File: src/ipatf_pkg.sv
package ipatf_pkg;

  // queue between classifier and character sequencer
  localparam int QUEUE_DEPTH = 2;

  // number of units (groups or octets) per family
  localparam int V6_UNITS = 8;
  localparam int V4_UNITS = 4;

  // ascii codes
  localparam logic [6:0] CHAR_ZERO  = 7'h30;
  localparam logic [6:0] CHAR_LOW_A = 7'h61;
  localparam logic [6:0] CHAR_DOT   = 7'h2e;
  localparam logic [6:0] CHAR_COLON = 7'h3a;

  // classified address, one unit per group (v6) or octet (v4)
  typedef struct packed {
    logic             is_v6;
    logic             has_run;
    logic [2:0]       run_start;
    logic [3:0]       run_end;
    logic [7:0][15:0] nib;
    logic [7:0][1:0]  top;
  } token_t;

endpackage

File: src/ip_address_text_formatter.sv
// ip address text formatter: one address in, its text out one character per cycle
// the address passes the queue, the sequencer and the output register
// throughput: one character per cycle while the receiver pops; a text has 7 to 15
//   characters for ipv4 and 2 to 39 for ipv6, and the rate is set by the single
//   character sequencer and its output register
// reset: synchronous, clears the queue, the sequencer and the output valid flag
module ip_address_text_formatter import ipatf_pkg::*; #(
  parameter int QDEPTH = QUEUE_DEPTH
) (
  input  logic        clk,
  input  logic        rst,
  input  logic        push,
  output logic        full,
  input  logic [63:0] addr_high,
  input  logic [63:0] addr_low,
  input  logic        is_v6,
  output logic        empty,
  input  logic        pop,
  output logic [6:0]  text_char,
  output logic        last_char
);

  token_t front_tok;
  token_t queue_tok;
  logic   queue_empty;
  logic   back_take;

  // classify the incoming address
  ipatf_front u_front (
    .addr_high (addr_high),
    .addr_low  (addr_low),
    .is_v6     (is_v6),
    .tok       (front_tok)
  );

  // decoupling queue
  ipatf_queue #(
    .DEPTH (QDEPTH)
  ) u_queue (
    .clk     (clk),
    .rst     (rst),
    .wr_en   (push),
    .wr_data (front_tok),
    .full    (full),
    .rd_en   (back_take),
    .empty   (queue_empty),
    .rd_data (queue_tok)
  );

  // character sequencer
  ipatf_back u_back (
    .clk       (clk),
    .rst       (rst),
    .tok_valid (!queue_empty),
    .tok_in    (queue_tok),
    .tok_take  (back_take),
    .empty     (empty),
    .pop       (pop),
    .text_char (text_char),
    .last_char (last_char)
  );

endmodule

File: src/ipatf_front.sv
module ipatf_front import ipatf_pkg::*; (
  input  logic [63:0] addr_high,
  input  logic [63:0] addr_low,
  input  logic        is_v6,
  output token_t      tok
);

  // split an octet into hundreds, tens and ones
  function automatic logic [11:0] dec_split(input logic [7:0] v);
    logic [3:0] h;
    logic [3:0] t;
    logic [7:0] r;
    logic [7:0] r2;
    h = 4'd0;
    if (v >= 8'd200) begin
      h = 4'd2;
    end else if (v >= 8'd100) begin
      h = 4'd1;
    end
    r = v - 8'(h * 100);
    t = 4'd0;
    for (int k = 1; k < 10; k++) begin
      if (r >= 8'(k * 10)) begin
        t = 4'(k);
      end
    end
    r2 = r - 8'(t * 10);
    return {h, t, r2[3:0]};
  endfunction

  logic [127:0]     full_addr;
  logic [7:0][15:0] grp;
  logic [7:0]       zero;
  logic [3:0]       cur_len;
  logic [2:0]       cur_start;
  logic [3:0]       best_len;
  logic [2:0]       best_start;

  assign full_addr = {addr_high, addr_low};

  // groups and zero flags
  always_comb begin
    for (int i = 0; i < V6_UNITS; i++) begin
      grp[i]  = full_addr[127 - 16 * i -: 16];
      zero[i] = (grp[i] == 16'd0);
    end
  end

  // longest zero run of two or more, first one on a tie
  always_comb begin
    cur_len    = 4'd0;
    cur_start  = 3'd0;
    best_len   = 4'd0;
    best_start = 3'd0;
    for (int i = 0; i < V6_UNITS; i++) begin
      if (zero[i]) begin
        if (cur_len == 4'd0) begin
          cur_start = 3'(i);
        end
        cur_len = cur_len + 4'd1;
        if (cur_len >= 4'd2 && cur_len > best_len) begin
          best_len   = cur_len;
          best_start = cur_start;
        end
      end else begin
        cur_len = 4'd0;
      end
    end
  end

  // build the token for either family
  always_comb begin
    logic [7:0]  oct;
    logic [11:0] dec;
    oct           = 8'd0;
    dec           = 12'd0;
    tok           = '0;
    tok.is_v6     = is_v6;
    tok.has_run   = is_v6 && (best_len != 4'd0);
    tok.run_start = best_start;
    tok.run_end   = {1'b0, best_start} + best_len;
    if (is_v6) begin
      for (int i = 0; i < V6_UNITS; i++) begin
        tok.nib[i] = grp[i];
        if (grp[i][15:12] != 4'd0) begin
          tok.top[i] = 2'd3;
        end else if (grp[i][11:8] != 4'd0) begin
          tok.top[i] = 2'd2;
        end else if (grp[i][7:4] != 4'd0) begin
          tok.top[i] = 2'd1;
        end else begin
          tok.top[i] = 2'd0;
        end
      end
    end else begin
      for (int k = 0; k < V4_UNITS; k++) begin
        oct        = addr_low[31 - 8 * k -: 8];
        dec        = dec_split(oct);
        tok.nib[k] = {4'd0, dec};
        if (oct >= 8'd100) begin
          tok.top[k] = 2'd2;
        end else if (oct >= 8'd10) begin
          tok.top[k] = 2'd1;
        end else begin
          tok.top[k] = 2'd0;
        end
      end
    end
  end

endmodule

File: src/ipatf_queue.sv
module ipatf_queue import ipatf_pkg::*; #(
  parameter int DEPTH = QUEUE_DEPTH
) (
  input  logic   clk,
  input  logic   rst,
  input  logic   wr_en,
  input  token_t wr_data,
  output logic   full,
  input  logic   rd_en,
  output logic   empty,
  output token_t rd_data
);

  localparam int PTR_W = (DEPTH > 1) ? $clog2(DEPTH) : 1;
  localparam int CNT_W = $clog2(DEPTH + 1);

  token_t             mem [DEPTH];
  logic [PTR_W-1:0]   wr_ptr;
  logic [PTR_W-1:0]   rd_ptr;
  logic [CNT_W-1:0]   count;
  logic               do_wr;
  logic               do_rd;

  assign full    = (count == CNT_W'(DEPTH));
  assign empty   = (count == '0);
  assign do_wr   = wr_en && !full;
  assign do_rd   = rd_en && !empty;
  assign rd_data = mem[rd_ptr];

  // storage
  always_ff @(posedge clk) begin
    if (do_wr) begin
      mem[wr_ptr] <= wr_data;
    end
  end

  // pointers and fill count
  always_ff @(posedge clk) begin
    if (rst) begin
      wr_ptr <= '0;
      rd_ptr <= '0;
      count  <= '0;
    end else begin
      if (do_wr) begin
        wr_ptr <= (wr_ptr == PTR_W'(DEPTH - 1)) ? '0 : wr_ptr + 1'b1;
      end
      if (do_rd) begin
        rd_ptr <= (rd_ptr == PTR_W'(DEPTH - 1)) ? '0 : rd_ptr + 1'b1;
      end
      if (do_wr && !do_rd) begin
        count <= count + 1'b1;
      end else if (do_rd && !do_wr) begin
        count <= count - 1'b1;
      end
    end
  end

endmodule

File: src/ipatf_back.sv
module ipatf_back import ipatf_pkg::*; (
  input  logic       clk,
  input  logic       rst,
  input  logic       tok_valid,
  input  token_t     tok_in,
  output logic       tok_take,
  output logic       empty,
  input  logic       pop,
  output logic [6:0] text_char,
  output logic       last_char
);

  localparam logic [1:0] M_COL1 = 2'd0;
  localparam logic [1:0] M_COL2 = 2'd1;
  localparam logic [1:0] M_SEP  = 2'd2;
  localparam logic [1:0] M_DIG  = 2'd3;

  token_t     tok;
  logic       busy;
  logic [2:0] unit;
  logic [1:0] dig;
  logic [1:0] mode;
  logic       out_valid;

  logic       advance;
  logic       emit;
  logic [6:0] ch;
  logic       is_last;
  logic [3:0] unit_inc;
  logic [3:0] n_units;
  logic [3:0] nib;
  logic [15:0] nib_word;

  assign advance  = !out_valid || pop;
  assign emit     = advance && busy;
  assign tok_take = advance && tok_valid && (!busy || is_last);
  assign empty    = !out_valid;
  assign unit_inc = {1'b0, unit} + 4'd1;
  assign n_units  = tok.is_v6 ? 4'(V6_UNITS) : 4'(V4_UNITS);
  assign nib_word = tok.nib[unit];
  assign nib      = nib_word[{dig, 2'b00} +: 4];

  // character and end flag for the current step
  always_comb begin
    ch      = CHAR_COLON;
    is_last = 1'b0;
    unique case (mode)
      M_COL1: begin
        ch = CHAR_COLON;
      end
      M_COL2: begin
        ch      = CHAR_COLON;
        is_last = (tok.run_end == 4'(V6_UNITS));
      end
      M_SEP: begin
        ch = tok.is_v6 ? CHAR_COLON : CHAR_DOT;
      end
      M_DIG: begin
        ch      = (nib < 4'd10) ? CHAR_ZERO + 7'(nib) : CHAR_LOW_A + 7'(nib - 4'd10);
        is_last = (dig == 2'd0) && (unit_inc == n_units);
      end
      default: begin
        ch = CHAR_COLON;
      end
    endcase
  end

  // sequencer over units and digits
  always_ff @(posedge clk) begin
    if (rst) begin
      busy <= 1'b0;
      mode <= M_DIG;
      unit <= '0;
      dig  <= '0;
    end else if (tok_take) begin
      busy <= 1'b1;
      tok  <= tok_in;
      unit <= '0;
      dig  <= tok_in.top[0];
      mode <= (tok_in.has_run && tok_in.run_start == 3'd0) ? M_COL1 : M_DIG;
    end else if (emit) begin
      if (is_last) begin
        busy <= 1'b0;
      end else begin
        unique case (mode)
          M_COL1: begin
            mode <= M_COL2;
          end
          M_COL2: begin
            unit <= tok.run_end[2:0];
            dig  <= tok.top[tok.run_end[2:0]];
            mode <= M_DIG;
          end
          M_SEP: begin
            mode <= M_DIG;
          end
          M_DIG: begin
            if (dig != 2'd0) begin
              dig <= dig - 2'd1;
            end else begin
              unit <= unit_inc[2:0];
              dig  <= tok.top[unit_inc[2:0]];
              mode <= (tok.has_run && tok.run_start == unit_inc[2:0]) ? M_COL1 : M_SEP;
            end
          end
          default: begin
            mode <= M_DIG;
          end
        endcase
      end
    end
  end

  // output register
  always_ff @(posedge clk) begin
    if (rst) begin
      out_valid <= 1'b0;
    end else if (advance) begin
      out_valid <= busy;
    end
  end

  always_ff @(posedge clk) begin
    if (emit) begin
      text_char <= ch;
      last_char <= is_last;
    end
  end

endmodule

File: config.mk
export PLATFORM = sky130hd
export DESIGN_NAME = ip_address_text_formatter
export DESIGN_NICKNAME = d
export VERILOG_FILES = /design/src/ipatf_pkg.sv /design/src/ip_address_text_formatter.sv /design/src/ipatf_front.sv /design/src/ipatf_queue.sv /design/src/ipatf_back.sv
export SDC_FILE = /design/constraint.sdc
export NUM_CORES = 1
export LEC_CHECK = 0
export ABC_AREA = 1
export BUFFER_PORTS_ARGS = -buffer_cell sky130_fd_sc_hd__buf_4
export CORE_MARGIN = 2
export CORE_UTILIZATION = 30
export DETAILED_ROUTE_END_ITERATION = 8
export PLACE_DENSITY_LB_ADDON = 0.05
export SLEW_MARGIN = 15
export SYNTH_ARGS = -nofsm -noshare
export SYNTH_HDL_FRONTEND = slang
export SYNTH_SLANG_ARGS = --single-unit
File: constraint.sdc
create_clock -name clk -period 10.6 [get_ports clk]
set_input_delay 0.53 -clock clk [delete_from_list [all_inputs] [get_ports clk]]
set_output_delay 0.53 -clock clk [all_outputs]
set_load 0.01 [all_outputs]
Yosys cells after proc, flatten, opt, wreduce, memory -nomap -nowiden:

Memory sizes are Yosys's and may differ from the RTL's. A register that Yosys moved wholly into a read port is not among the register bits.
Index checks and enable logic that the tools add are counted.

* add/sub/neg operators: 25
* $mul: 8
* div/mod/pow operators: 0
* magnitude comparators: 66
* equality and inequality tests: 10
* shift-type cells: 1
* muxes and demuxes: 175
* bitwise logic cells: 2
* reduce and logical (&&, ||, !) cells: 84

Operators with widths (number)
* 4-bit two-way mux: 41
* 3-bit two-way mux: 45
* 8-bit by 7-bit >= comparator with 1-bit output, second input constant: 16
* 16-bit logical NOT: 8
* 64-bit two-way mux: 2
* 4-bit nonzero test: 25
* 8-bit by 6-bit >= comparator with 1-bit output, second input constant: 12
* 2-bit two-way mux: 42
* 8-bit by 4-bit >= comparator with 1-bit output, second input constant: 8
* 8-bit by 5-bit >= comparator with 1-bit output, second input constant: 8
* 16-bit binary-select mux with 3-bit select: 1
* 8-bit >= comparator, second input constant: 4
* 1-bit two-way mux: 32
* 8-bit subtractor: 4
* 4-bit by 2-bit >= comparator with 1-bit output, second input constant: 7
* 4-bit logical NOT: 7
* 4-bit by 1-bit adder with 4-bit output, second input constant: 6
* 4-bit greater-than comparator: 6
* 4-bit by 5-bit multiplier with 6-bit output, second input constant: 4
* 7-bit case mux with 3 select lines: 1
* 1-bit logical AND: 18
* 4-bit by 3-bit multiplier with 3-bit output, second input constant: 4
* 16-bit two-way mux: 1
* 8-bit two-way mux: 2
* other kinds (39): 67

* register bits after elaboration: 174
* bits in latches: 0
* bits in writable memories: 306
* memory bits (read-only): 0
* input port bits: 133
* output and inout port bits: 10
* word-level logic and storage cells: 402
* memories: 1

Memories
* u_queue.mem: depth 2, width 153, read ports 1, clocked after Yosys merged registers in 1, wr ports 1, line ipatf_queue.sv:17 `token_t mem [DEPTH];`

Logic depth before layout (Yosys ltp):

* word-level depth: 33
* mapped depth: 68
* mapped depth without buffers: 68

Modules after synthesis:

A second synthesis with hierarchy kept.

* cell total of the unflattened synthesis: 2261
* area, all modules: 24833.8 um^2

Modules (own cells, without submodules)
* ipatf_queue: instances 1, cells an instance 513, area each 11558.6 um^2, sequential area each 9288.9 um^2
* ipatf_back: instances 1, cells an instance 672, area each 7480.9 um^2, sequential area each 5014.8 um^2
* ipatf_front: instances 1, cells an instance 1075, area each 5790.6 um^2, sequential area each 0.0 um^2
* ip_address_text_formatter: instances 1, cells an instance 1, area each 3.8 um^2, sequential area each 0.0 um^2

Worst setup path before layout:

No wires, ideal clock.

* kind: register to register
* start: register u_back.unit[1]
* end: register with a tool-made name
* library setup time: 0.105 ns
* data arrival time: 8.858 ns
* data required time: 10.495 ns
* path slack: 1.636 ns
* stages on the path, launching flop included: 14
* buffers on the path: 2
* period minus slack after synthesis: 8.964 ns
* cell sequence: dfxtp_1 > clkbuf_1 > inv_1 > nor3_1 > nand2_1 > a21oi_1 > nand4_1 > nand2_1 > inv_1 > nand2_1 > nand2_1 > clkbuf_1 > nor2_1 > mux2_2

RTL lines
* start, declared: line ipatf_back.sv:20 `logic [2:0] unit;`
* start signal, assigned: line ipatf_back.sv:90 `unit <= tok.run_end[2:0];`
* start signal, assigned: line ipatf_back.sv:101 `unit <= unit_inc[2:0];`

==> impl_metrics.toml <==
[die]
placementRows = 103
chipHeight_um = 287.3
io_pins = 143
fp.coreArea_sq_um = 79260
start_util_pct = 30.38
die_w_um = 287.3
dieArea_sq_um = 82530

[routing]
ant_nets = 0
wl_per_cell_um = 20.38
viasPerCell = 4.751
vias = 17640
drtIter0Drc = 1208
wirelength_mm = 75.68
drc = 0
dr.pass1.iters = 7

[setup_path]
crit_arrival_ps = 9440
path_buf_inv = 13
critPathTopFamily = "simple AND/OR/NAND/NOR gates"
end_kind = "flop"
crit_fanout = 12
crit_type = "input port to flop"
r2r_cells = 12
cp_common_cell = "inv_1"
ff2ff_setup_slack_ps = 6320
critPathSlowestCell = "a32oi_1"
critical_path_required_ps = 10970
r2r-end = "u_back.tok[52]"
slowest_delay_ps = 330
crit_cells = 63
start_kind = "input port"
r2r-start = "u_back.unit[0]"

[clock_network]
clock_path_buffers = 3
holdBufCountCts = 0
post_cts_buffers = 0
clock_latency_ps = 630
numCtsBuffers = 56
cts_tree = "done"
path_clk_slew_ps = 60
clock-sinks = 481
cts.repair.resized = 0
cts_root_buf = "clkbuf_16"
ctsHtreeMaxLevel = 2

[yosys]
synth_edf_count = 467
synth_cells = 2481
yosysWarnings = 0
synth_xor_area_share_pct = 1.450
synth_nets = 2689
yosysUniqueCellTypes = 66
synth-main-ff-cell = "edfxtp_1"
synth.cell_area_sq_um = 24080
synth_compound_area_share_pct = 8.523
synthAdderAreaFrac_pct = 4.178
ys_seq_area_share_pct = 59.41
synthArstFlopShare_pct = 0
synth_top_family_by_area = "simple AND/OR/NAND/NOR gates"
ys_ff_latch = 481
synth-simple-area-share_pct = 20.22
syn_area_per_cell_sq_um = 9.704
synthMuxAreaShare_pct = 0.3638

[global_route]
antenna_found_initial = 2
track_usage_pct = 18.20
grt_pass1_wl_mm = 112.7
use_met3_pct = 1.873
grtUsageMet2_pct = 29.70
grt.overflow.total = 0
grt_pass1_vias = 17420
grt_max_degree = 156
busiest_layer = "met2"
met1_usage_pct = 26.00

[placement]
port_buffers = 142
place_congestion = 0.8603
hpwl_mm = 53.27

[finish]
final-seq-area_sq_um = 14310
nNetsFinal = 2826
most-common-layout-cells = "nand2_1 (795), edfxtp_1 (467), inv_1 (269)"
diodes = 0
final_layout_size_suffix_gt1_share_pct = 13.22
area_growth_pct = 16.72
fin_util_pct = 35.46
layout_commonest_cell = "nand2_1"
multi_input_area_sq_um = 8392
fill_cells = 8056

[sta]
slew_viol_final = 0
finalSetupViolations = 0
tightest_slew_ps = 1164
final_hold_viol_count = 0
slew_headroom_pct = 22.41
timing.fmax_mhz = 110.2
hold_ws_ps = 146.4
tns_ps = 0
final.period_utilization_pct = 85.58
fin_worst_skew_ps = 44.72
rsz0062_at_grt = "no"
fin_crit_ps = 9072

[min_path]
hold_path_class = "input port to flop"
holdPathStages = 2
hold_end = "u_back.out_valid"
hp-start = "rst"

[power_and_ir_drop]
ir_drop_uv = 151.7
power_density_nw_per_um2 = 229.2
p_leak_nw = 12.02

[run_status]
status = "complete, no violations"

[run]
maxCapViolations = 0
==> stage by stage <==
stage / instances / cell area (sq um) / total power (W) / setup slack (ps)
after floorplan: 2481 / 24080 / 0.003932 / 1636
after global placement: 3610 / 26360 / 0.004666 / 882.8
after detailed placement: 3610 / 26360 / 0.004673 / 763.1
after CTS: 3713 / 28100 / 0.006551 / 1440
after global routing: 3713 / 28100 / 0.006818 / 372.5
final: 3713 / 28100 / 0.006441 / 1528
==> worst reg2reg max path, delay by kind of cell (launching register included) <==
kind / cells / cell delay, ps
compound gates: 1 / 150
buf+inv: 4 / 1460
flops: 1 / 620
simple gates: 7 / 1400
==> flip-flops by register name, indices dropped and copies added (netlist names), named ones only <==
register          cells
u_queue.wr_ptr        1
u_back.busy           1
u_back.unit           3
u_queue.count         2
u_queue.rd_ptr        1
u_queue.mem         306
u_back.text_char      7
u_back.out_valid      1
u_back.mode           2
u_back.last_char      1
u_back.tok          153
u_back.dig            2
==> kinds of logic (layout without fill, tap and decap cells) <==
group / Yosys count / after routing
flip-flops: 481 / 481
XOR/XNOR: 33 / 33
buffers and inverters: 373 / 555
AO/OA/AOI/OAI: 355 / 355
AND/OR/NAND/NOR: 1156 / 1156
adder cells (fa/ha/maj): 75 / 75
multiplexers: 8 / 8
==> power breakdown <==
part           switching, W  internal (W)
logic               0.00131      0.000486
registers          0.000164       0.00263
clock network      0.000798       0.00105
==> worst max-delay path by stage <==
stage                     slack (ps)                   to           start
final                           1530  u_queue.mem[0][147]   addr_high[59]
after global routing             370  u_queue.mem[0][147]   addr_high[59]
after CTS                       1440  u_queue.mem[0][147]   addr_high[59]
after detailed placement         760  u_queue.mem[0][147]   addr_high[59]
after global placement           880  u_queue.mem[1][147]   addr_high[59]
after floorplan                 1640                 flop  u_back.unit[1]
==> per-layer routing <==
| metal | vias to the layer above | share of wire, % | routed length, um |
|---|---|---|---|
| met1 | 8560 | 48 | 36520 |
| met3 | 90 | 3.3 | 2526 |
| met4 | 0 | 1.9 | 1403 |
| li1 | 8569 | - | - |
| met5 | - | 0 | 0 |
| met2 | 420 | 47 | 35240 |
==> synthesized netlist by cell type, types with 10 or more instances <==
cell,n,area [sq um]
xor2_1,16,140.1
a21oi_1,84,420.4
inv_2,18,67.56
nand2_1,795,2984
o22ai_1,19,118.9
inv_1,270,1013
o211ai_1,14,105.1
a31oi_1,17,106.4
edfxtp_1,467,14020
dfxtp_1,14,280.3
nand3_1,54,270.3
nand4_1,10,62.56
o21ai_0,165,825.8
nand2_2,21,131.4
ha_1,66,825.8
clkbuf_1,78,292.8
o221ai_1,22,192.7
xnor2_1,12,105.1
nor2_1,205,769.5
==> cell type report <==
type | instances | share of cell area (%)
Tap cell | 1050 | 4.675
Timing Repair Buffer | 160 | 4.421
Inverter | 292 | 3.914
Clock inverter | 34 | 1.046
Multi-Input combinational cell | 1627 | 29.86
Clock buffer | 69 | 5.161
Sequential cell | 481 | 50.92
No activity file was read; power rests on OpenSTA's default activity.
